===== src/rtl/wsu_pkg.sv =====
// Shared types and constants for the WebSocket frame unmasker.
package wsu_pkg;

  // Default width of the payload length counter
  localparam int unsigned LEN_WIDTH_DEF = 64;

  // Length codes in the second header byte
  localparam logic [6:0] LEN_CODE_EXT16 = 7'd126;
  localparam logic [6:0] LEN_CODE_EXT64 = 7'd127;

  // Extended length byte counts
  localparam logic [3:0] EXT16_BYTES = 4'd2;
  localparam logic [3:0] EXT64_BYTES = 4'd8;

  // Result status codes
  localparam logic STATUS_DATA  = 1'b0;
  localparam logic STATUS_EMPTY = 1'b1;

  // Raw byte held in the input register
  typedef struct packed {
    logic       valid;
    logic [7:0] data;
  } in_stage_t;

  // One result item
  typedef struct packed {
    logic [7:0] data_out;
    logic       last;
    logic       status;
  } result_t;

  // Result handed from the core to the output register
  typedef struct packed {
    logic    valid;
    result_t res;
  } res_stage_t;

endpackage


===== src/rtl/wsu_if.sv =====
// Valid/ready channel interfaces for the raw byte input and the result output.
interface wsu_byte_if;
  logic       valid;
  logic       ready;
  logic [7:0] byte_in;

  modport source (output valid, output byte_in, input ready);
  modport sink   (input valid, input byte_in, output ready);
endinterface

interface wsu_res_if;
  logic       valid;
  logic       ready;
  logic [7:0] data_out;
  logic       last;
  logic       status;

  modport source (output valid, output data_out, output last, output status, input ready);
  modport sink   (input valid, input data_out, input last, input status, output ready);
endinterface


===== src/rtl/websocket_frame_unmasker.sv =====
// Top level of the WebSocket frame unmasker.
//
// Raw frame bytes enter on byte_i (valid/ready, one byte per transfer). The
// first header byte is skipped, the second selects a 7-bit, 16-bit or 64-bit
// payload length, four mask key bytes follow, and each payload byte leaves on
// res_o XORed with key byte (payload index mod 4); the final payload byte of a
// frame has last set. Header and key bytes give no result.
// A frame with zero length gives one result with status set and data_out and
// last clear, and every later byte is taken and dropped until reset.
// A byte is captured in the input register, parsed by the core from there,
// and its result is registered in the output register before it is offered.
// Throughput is one byte per cycle while the receiver takes results: input
// register, parser and output register advance together.
// When the receiver stalls, the output register holds its result and the
// input register holds one more byte; byte_i.ready then drops.
// Reset empties both registers and returns the parser to the first header byte.
module websocket_frame_unmasker #(
  parameter int unsigned LEN_WIDTH = wsu_pkg::LEN_WIDTH_DEF
) (
  input  logic           clk_i,
  input  logic           rst_ni,
  wsu_byte_if.sink       byte_i,
  wsu_res_if.source      res_o
);

  wsu_pkg::in_stage_t  in_stage;
  wsu_pkg::res_stage_t res_stage;
  wsu_pkg::result_t    res_out;
  logic                adv;
  logic                space;

  // Input register
  wsu_in_reg u_in_reg (
    .clk_i   (clk_i),
    .rst_ni  (rst_ni),
    .valid_i (byte_i.valid),
    .data_i  (byte_i.byte_in),
    .ready_o (byte_i.ready),
    .adv_i   (adv),
    .stage_o (in_stage)
  );

  // Frame parser and unmasking
  wsu_core #(
    .LEN_WIDTH (LEN_WIDTH)
  ) u_core (
    .clk_i   (clk_i),
    .rst_ni  (rst_ni),
    .stage_i (in_stage),
    .space_i (space),
    .adv_o   (adv),
    .res_o   (res_stage)
  );

  // Result register
  wsu_out_reg u_out_reg (
    .clk_i   (clk_i),
    .rst_ni  (rst_ni),
    .res_i   (res_stage),
    .space_o (space),
    .valid_o (res_o.valid),
    .ready_i (res_o.ready),
    .res_o   (res_out)
  );

  assign res_o.data_out = res_out.data_out;
  assign res_o.last     = res_out.last;
  assign res_o.status   = res_out.status;

endmodule


===== src/rtl/wsu_in_reg.sv =====
// Input register: captures one raw byte per transfer.
module wsu_in_reg (
  input  logic                clk_i,
  input  logic                rst_ni,
  input  logic                valid_i,
  input  logic [7:0]          data_i,
  output logic                ready_o,
  input  logic                adv_i,
  output wsu_pkg::in_stage_t  stage_o
);

  logic       valid_q, valid_d;
  logic [7:0] data_q;
  logic       load;

  // Free when empty or when the held byte moves on this cycle
  assign ready_o = !valid_q || adv_i;
  assign load    = valid_i && ready_o;

  always_comb begin
    valid_d = valid_q;
    if (load) begin
      valid_d = 1'b1;
    end else if (adv_i) begin
      valid_d = 1'b0;
    end
  end

  always_ff @(posedge clk_i or negedge rst_ni) begin
    if (!rst_ni) begin
      valid_q <= 1'b0;
    end else begin
      valid_q <= valid_d;
    end
  end

  // Payload needs no reset
  always_ff @(posedge clk_i) begin
    if (load) begin
      data_q <= data_i;
    end
  end

  assign stage_o.valid = valid_q;
  assign stage_o.data  = data_q;

endmodule


===== src/rtl/wsu_core.sv =====
// Frame parser: header, extended length, mask key and payload unmasking.
module wsu_core #(
  parameter int unsigned LEN_WIDTH = wsu_pkg::LEN_WIDTH_DEF
) (
  input  logic                 clk_i,
  input  logic                 rst_ni,
  input  wsu_pkg::in_stage_t   stage_i,
  input  logic                 space_i,
  output logic                 adv_o,
  output wsu_pkg::res_stage_t  res_o
);

  typedef enum logic [2:0] {
    PH_HDR0,
    PH_HDR1,
    PH_EXT,
    PH_KEY,
    PH_DATA
  } phase_e;

  phase_e               phase_q, phase_d;
  logic [3:0]           ext_left_q, ext_left_d;
  logic [LEN_WIDTH-1:0] rem_len_q, rem_len_d;
  logic [31:0]          key_q, key_d;
  logic [1:0]           key_cnt_q, key_cnt_d;
  logic [1:0]           mask_idx_q, mask_idx_d;
  logic                 halted_q, halted_d;

  logic [7:0]           b;
  logic [6:0]           code;
  logic [7:0]           key_byte;
  logic [LEN_WIDTH-1:0] rem_dec;

  // The held byte moves on whenever the output side has room
  assign adv_o    = stage_i.valid && space_i;
  assign b        = stage_i.data;
  assign code     = b[6:0];
  assign key_byte = key_q[8*mask_idx_q +: 8];
  assign rem_dec  = rem_len_q - LEN_WIDTH'(1);

  // Next state and result
  always_comb begin
    phase_d    = phase_q;
    ext_left_d = ext_left_q;
    rem_len_d  = rem_len_q;
    key_d      = key_q;
    key_cnt_d  = key_cnt_q;
    mask_idx_d = mask_idx_q;
    halted_d   = halted_q;
    res_o      = '0;

    if (adv_o && !halted_q) begin
      case (phase_q)
        PH_HDR1: begin
          rem_len_d = '0;
          if (code == wsu_pkg::LEN_CODE_EXT16) begin
            phase_d    = PH_EXT;
            ext_left_d = wsu_pkg::EXT16_BYTES;
          end else if (code == wsu_pkg::LEN_CODE_EXT64) begin
            phase_d    = PH_EXT;
            ext_left_d = wsu_pkg::EXT64_BYTES;
          end else begin
            rem_len_d = LEN_WIDTH'(code);
            phase_d   = PH_KEY;
            key_cnt_d = '0;
            key_d     = '0;
          end
        end
        PH_EXT: begin
          // Big-endian shift-in; high bits fall off
          rem_len_d  = {rem_len_q[LEN_WIDTH-9:0], b};
          ext_left_d = ext_left_q - 4'd1;
          if (ext_left_q == 4'd1) begin
            phase_d   = PH_KEY;
            key_cnt_d = '0;
            key_d     = '0;
          end
        end
        PH_KEY: begin
          // Key byte 0 ends up in the low bits after four shifts
          key_d     = {b, key_q[31:8]};
          key_cnt_d = key_cnt_q + 2'd1;
          if (key_cnt_q == 2'd3) begin
            mask_idx_d = '0;
            if (rem_len_q == '0) begin
              halted_d          = 1'b1;
              phase_d           = PH_HDR0;
              res_o.valid       = 1'b1;
              res_o.res.status  = wsu_pkg::STATUS_EMPTY;
            end else begin
              phase_d = PH_DATA;
            end
          end
        end
        PH_DATA: begin
          mask_idx_d          = mask_idx_q + 2'd1;
          rem_len_d           = rem_dec;
          res_o.valid         = 1'b1;
          res_o.res.data_out  = b ^ key_byte;
          res_o.res.last      = (rem_dec == '0);
          res_o.res.status    = wsu_pkg::STATUS_DATA;
          if (rem_dec == '0) begin
            phase_d = PH_HDR0;
          end
        end
        default: begin
          phase_d = PH_HDR1;
        end
      endcase
    end
  end

  always_ff @(posedge clk_i or negedge rst_ni) begin
    if (!rst_ni) begin
      phase_q    <= PH_HDR0;
      ext_left_q <= '0;
      rem_len_q  <= '0;
      key_q      <= '0;
      key_cnt_q  <= '0;
      mask_idx_q <= '0;
      halted_q   <= 1'b0;
    end else begin
      phase_q    <= phase_d;
      ext_left_q <= ext_left_d;
      rem_len_q  <= rem_len_d;
      key_q      <= key_d;
      key_cnt_q  <= key_cnt_d;
      mask_idx_q <= mask_idx_d;
      halted_q   <= halted_d;
    end
  end

endmodule


===== src/rtl/wsu_out_reg.sv =====
// Output register: holds one result until the receiver takes it.
module wsu_out_reg (
  input  logic                 clk_i,
  input  logic                 rst_ni,
  input  wsu_pkg::res_stage_t  res_i,
  output logic                 space_o,
  output logic                 valid_o,
  input  logic                 ready_i,
  output wsu_pkg::result_t     res_o
);

  logic             valid_q, valid_d;
  wsu_pkg::result_t res_q;

  // Room when empty or when the held result leaves this cycle
  assign space_o = !valid_q || ready_i;

  always_comb begin
    valid_d = valid_q;
    if (space_o) begin
      valid_d = res_i.valid;
    end
  end

  always_ff @(posedge clk_i or negedge rst_ni) begin
    if (!rst_ni) begin
      valid_q <= 1'b0;
    end else begin
      valid_q <= valid_d;
    end
  end

  always_ff @(posedge clk_i) begin
    if (space_o && res_i.valid) begin
      res_q <= res_i.res;
    end
  end

  assign valid_o = valid_q;
  assign res_o   = res_q;

endmodule


===== src/flat_wrapper.sv =====
// flat-port wrapper written by rule: the top's interface ports become plain ports
module websocket_frame_unmasker_flat 
#(
  parameter int unsigned LEN_WIDTH = wsu_pkg::LEN_WIDTH_DEF
)
  (clk_i, rst_ni, byte_i_valid, byte_i_byte_in, byte_i_ready, res_o_valid, res_o_data_out, res_o_last, res_o_status, res_o_ready);
  wsu_byte_if byte_i_i ();
  wsu_res_if res_o_i ();
  input  logic clk_i;
  input  logic rst_ni;
  input wire logic [$bits(byte_i_i.valid)-1:0] byte_i_valid;
  input wire logic [$bits(byte_i_i.byte_in)-1:0] byte_i_byte_in;
  output wire logic [$bits(byte_i_i.ready)-1:0] byte_i_ready;
  output wire logic [$bits(res_o_i.valid)-1:0] res_o_valid;
  output wire logic [$bits(res_o_i.data_out)-1:0] res_o_data_out;
  output wire logic [$bits(res_o_i.last)-1:0] res_o_last;
  output wire logic [$bits(res_o_i.status)-1:0] res_o_status;
  input wire logic [$bits(res_o_i.ready)-1:0] res_o_ready;
  assign byte_i_i.valid = byte_i_valid;
  assign byte_i_i.byte_in = byte_i_byte_in;
  assign byte_i_ready = byte_i_i.ready;
  assign res_o_valid = res_o_i.valid;
  assign res_o_data_out = res_o_i.data_out;
  assign res_o_last = res_o_i.last;
  assign res_o_status = res_o_i.status;
  assign res_o_i.ready = res_o_ready;
  websocket_frame_unmasker #(.LEN_WIDTH(LEN_WIDTH)) u_core (.clk_i(clk_i), .rst_ni(rst_ni), .byte_i(byte_i_i), .res_o(res_o_i));
endmodule

===== config.mk =====
export PLATFORM = sky130hd
export DESIGN_NAME = websocket_frame_unmasker_flat
export DESIGN_NICKNAME = d
export VERILOG_FILES = /design/src/rtl/wsu_pkg.sv /design/src/rtl/wsu_if.sv /design/src/rtl/websocket_frame_unmasker.sv /design/src/rtl/wsu_in_reg.sv /design/src/rtl/wsu_core.sv /design/src/rtl/wsu_out_reg.sv /design/src/flat_wrapper.sv
export SDC_FILE = /design/constraint.sdc
export NUM_CORES = 1
export LEC_CHECK = 0
export BUFFER_PORTS_ARGS = -buffer_cell sky130_fd_sc_hd__buf_2
export CAP_MARGIN = 20
export CORE_MARGIN = 2
export CORE_UTILIZATION = 31
export DETAILED_ROUTE_END_ITERATION = 12
export PLACE_DENSITY = 0.53
export SYNTH_ARGS = -nofsm -noshare
export SYNTH_HDL_FRONTEND = slang
export SYNTH_SLANG_ARGS = --single-unit

===== constraint.sdc =====
create_clock -name clk_i -period 6.05 [get_ports clk_i]
set_input_delay 0.3025 -clock clk_i [delete_from_list [all_inputs] [get_ports clk_i]]
set_output_delay 0.3025 -clock clk_i [all_outputs]
set_load 0.1 [all_outputs]

==> results.md <==
- The launch point of the worst path is u_core.u_core.rem_len_q[41].
- The CTS tree is done.
- The wire length reported by the detailed router is 24.0 mm.
- The most used flip-flop cell after synthesis is dfrtp_1.
- The biggest cell delay along the critical path is approximately 0.82 ns.
- The data required time at the worst endpoint is 6.34 ns.
- The clock edge transition at the registers on the reported setup and hold paths is 0.07 ns.
- Gates resized during post-CTS repair numbered 0.
- The placed wire-length estimate is 16.3 mm.
- Setup violations remaining at the end of the flow were counted as 0.
- Among cell families on the critical path, the largest total delay comes from simple AND/OR/NAND/NOR gates.
- The number of buffers and inverters on the critical path is 0.
- The simple-gate share of the synthesized area is 0.259.
- Max-cap violations in this run came to 0.
- Yosys mapped a number of flops with a built-in enable equal to 18.
- The worst reg2reg path startpoint is u_core.u_core.rem_len_q[41].
- Ranked by instance count, the synthesized netlist is headed by o21ai_0 (140), dfrtp_1 (110), nor2_1 (99), nand2_1 (90), clkbuf_1 (68).
- After synthesis, the largest family of logic cells by area is simple AND/OR/NAND/NOR gates.
- The fraction of the cycle the final worst path needs is 0.670.
- In the global route stage, met3 resource usage came out at 0.0422.
- The congestion estimate from routability-driven global placement came to 0.945.
- The number of antenna-violating nets in the routed design is 0.
- The switching share of total power is 0.378.
- The net count reported at finish is 924.
- After synthesis, the share of cell area in mux cells is 0.0282.
- Buffers placed on the I/O ports in this run total 23.
- The internal power of the cells totals ~1.7 mW.
- The run finished with clean final reports.
- The minimum period implied by the final worst setup slack is 4.05 ns.
- At the worst endpoint, the arrival time is 4.34 ns.
- Of the total power, combinational logic draws 0.223.
- In the post-synthesis netlist, the biggest area contributors are dfrtp_1 (35%), o21ai_0 (8.9%), edfxtp_1 (6.8%).
- The via count of the first global-routing pass was 6749.
- The first TritonRoute pass finished after 5 iterations.
- For this design, the slowest cell found on the critical path is nor3_1.
- For this block, the initial DRC count from the detailed router was approximately 720.
- The endpoint identified for the worst register-to-register timing path is u_core.u_core.phase_q[2].
- Entering global routing, the biggest net connects 128 pins.
- After detailed routing, the average wire length per cell comes to 19.2 µm.
- The dominant cell type by count on the critical path is nor4_1.
- The max-slew violation total from the final report was 0.
- The end of the worst hold path is u_core.u_in_reg.data_q[5].
- The type of element capturing the critical path is a flip-flop.
- The width of the chip is around 160 µm.
- For this run, the register share of the synthesized area comes to 0.417.
- The number of buffers inserted during clock tree synthesis is 17.
- The starting density of the core is 0.314.
- For the worst-skew pair, the clock arrives at the later sink with an insertion delay of 0.44 ns.
- The register area is 3290 µm².
- The static leakage is 3.35 nW.
- The post-synth net total is 947.
- The worst-case IR drop observed on VDD is ~0.17 mV.
- The number of antenna cells inserted is 0.
- The maximum achievable frequency is 247 MHz.
- The total number of clock tree sinks is about 130.
- The sequential group share of total power is 0.411.
- The relative slew slack is 0.298.
- The number of vias in the routed layout is 7113.
- The first global-routing pass estimated 38.8 mm of wire.
- The core area is between 20000 and 30000 µm².
- Once routing completed, OpenROAD measured the worst setup slack at between 1.5 and 2 ns.
- The area fraction in compound gates after synthesis came to 0.201.
- Summed over all layers, the global routing overflow is 0.
- In this run the most critical hold path is launched from byte_i_byte_in[5].
- The level count of the clock H-tree is 4.
- In the final layout, the share of cells above drive strength 1 is 0.111.
- The average via count per standard cell is between 5 and 6.
- The master cell of the clock root buffer is clkbuf_16.
- The clock power share is 0.365.
- Of all flip-flops after synthesis, the portion carrying an async set or reset was 0.859.
- For this run, the total global-route usage over all layers was measured as 0.186.
- Of the total synthesized cell area, the portion taken by full adders, half adders and majority gates is 0.00951.
- For this run, global-route usage on met1 was measured as 0.260.
- The die covers around 27000 µm².
- met2 is the most crowded layer.
- Synthesis instantiated 64 different standard cells from the library.
- The number of warnings printed during yosys synthesis is 0.
- Across the routed clock network, the largest skew measured is 0.0195 ns.
- Across all register-to-register paths, the minimum setup slack is 2.00 ns.
- Setup total negative slack on the finished layout was measured at 0 ns.
- The area share of the leading cell type in the synthesized netlist is 0.349.
- Setup repair after global routing left no endpoint under its margin.
- In this run the power density over the cells is 313 nW/µm².
- Relative to the synthesized area, the layout overhead comes to 12.1%.
- o21ai_0 is the most common cell in the netlist.
- The number of antenna violations at the first check in global routing was 0.
- Each instance of the synthesized netlist takes up on average 8.50 µm².
- After synthesis the netlist holds a flip-flop and latch count of ~130.
- Counting along the longest clock path gives a buffer depth of 2.
- The mapped netlist covers 7900 µm².
- Synthesis produced a netlist whose cell count is between 900 and 1000.
- The initialized floorplan defines 58 standard-cell rows.
- Along the worst path, the maximum fanout reaches 8.
- The cell count of the worst hold path is 1.
- The type of the most critical hold path is input pin to flip-flop.
- The slew of the pin with the lowest slew margin is 1.05 ns.
- 24 I/O pins were placed.
- The worst-case reg-to-reg path depth is 8.
- In the routed design, unresolved DRC markers number 0.
- The post-placement worst setup slack is between 1.5 and 2 ns.
- The met2 capacity usage during global routing is 0.282.
- The biggest area contributor in the post-synthesis netlist is dfrtp_1.
- The xor-xnor portion of the synthesized cell area is 0.0399.
- Summing all multi-input logic gate instances after layout gives 4280 µm².
- The die is about 160 µm tall.
- Traced cell by cell, the critical path runs through nor3_1 -> nand4b_1 -> nor4_1 -> xor2_1 -> or4bb_1 -> or4_1 -> nor4_1 -> o21bai_1.
- STA classifies the critical path startpoint as a flip-flop.
- The number of filler cells placed in the layout is 2608.
- The kind of critical path is flip-flop to flip-flop.
- Summed over all nets, the switching power comes to 1.05 mW.
- The final number of hold-violating endpoints is 0.
- The critical path runs through a total of 8 cells.
==> worst register-to-register path: cells and delay by family, from the launching register on <==
| family | cells | cell delay [ns] |
|---|---|---|
| simple gates | 6 | 3.21 |
| flops | 1 | 0.44 |
| xor+xnor | 1 | 0.18 |
| compound gates | 1 | 0.09 |
==> layout by cell type, fill, tap and decap left out, types with 12 or more instances in the layout <==
cell type | Yosys | routed
nand3_1 | 12 | 12
edfxtp_1 | 18 | 18
o21ai_0 | 140 | 140
nor4_1 | 45 | 45
buf_2 | 5 | 22
a21oi_1 | 43 | 43
xor2_1 | 14 | 14
or4_1 | 12 | 12
nand4_1 | 14 | 14
nor3_1 | 42 | 42
dfrtp_1 | 110 | 110
a22oi_1 | 24 | 24
nand2_1 | 90 | 89
clkbuf_16 | 0 | 18
nor2_1 | 99 | 99
inv_1 | 15 | 15
xnor2_1 | 22 | 22
a32oi_1 | 16 | 16
==> routing by layer <==
metal / up-vias / routed length, µm
met2: 260 / 10900
met3: 49 / 1610
met1: 3424 / 10900
li1: 3380 / -
met4: 0 / 574
met5: - / 0
==> sequential cells by signal (all words and copies together) (netlist names) <==
register / cells
u_core.u_out_reg.valid_o: 1
u_core.u_core.halted_q: 1
u_core.u_core.phase_q: 3
u_core.u_core.mask_idx_q: 2
u_core.u_core.key_cnt_q: 2
u_core.u_in_reg.valid_q: 1
u_core.u_core.key_q: 32
u_core.u_core.rem_len_q: 64
u_core.u_core.ext_left_q: 4
u_core.u_out_reg.res_o: 10
u_core.u_in_reg.data_q: 8
==> area by class of cell <==
type / count / share of cell area
Clock buffer: 18 / 0.0509
Clock inverter: 14 / 0.0131
Inverter: 15 / 0.00636
Multi-Input combinational cell: 709 / 0.484
Sequential cell: 128 / 0.372
Tap cell: 330 / 0.0467
Timing Repair Buffer: 35 / 0.0271
==> logic make-up (layout without fill, tap and decap cells) <==
kind of cell / count (synthesis) / count (layout)
buf+inv: 92 / 82
xor+xnor: 36 / 36
flops: 128 / 128
simple gates: 387 / 387
compound gates: 268 / 268
mux: 12 / 12
fa+ha+maj: 6 / 6
==> metrics by stage <==
step | cell area, µm² | hold slack (ns) | total power, mW | util | cells
global route | 8850 | 0.0198 | 2.91 | 0.352 | 1249
detailed placement | 8220 | 0.438 | 1.76 | 0.327 | 1213
finish | 8850 | 0.0305 | 2.77 | 0.352 | 1249
CTS | 8800 | 0.0271 | 2.78 | 0.350 | 1246
global placement | 8220 | 0.433 | 1.76 | 0.327 | 1213
floorplan | 7900 | 0.00691 | 1.57 | - | 929
==> how the worst max path moves through the flow <==
stage | to | slack [ns]
2_1_floorplan | u_core.u_core.phase_q[2] | 2.57
3_3_place_gp | u_core.u_core.phase_q[2] | 1.98
3_5_place_dp | u_core.u_core.phase_q[2] | 1.91
4_1_cts | u_core.u_core.phase_q[2] | 1.87
5_1_grt | u_core.u_core.phase_q[2] | 1.66
6_report | u_core.u_core.phase_q[2] | 2.00
==> power by group through the flow <==
| stage | Combinational [mW] | Clock (mW) | Sequential [mW] |
|---|---|---|---|
| floorplan | 0.487 | 0 | 1.09 |
| CTS | 0.612 | 1.03 | 1.14 |
| detailed placement | 0.608 | 0 | 1.15 |
| global placement | 0.609 | 0 | 1.15 |
| finish | 0.619 | 1.01 | 1.14 |
| global route | 0.687 | 1.07 | 1.16 |
==> repair_timing <==
| item | 4_1_cts | 5_1_grt |
|---|---|---|
| endpoints found under the setup margin | 0 | 0 |
| hold buffers | 1 | 0 |
| setup buffers | 0 | 0 |
| hold endpoints to repair | 48 | 0 |
Power figures use the tool's default switching activity.
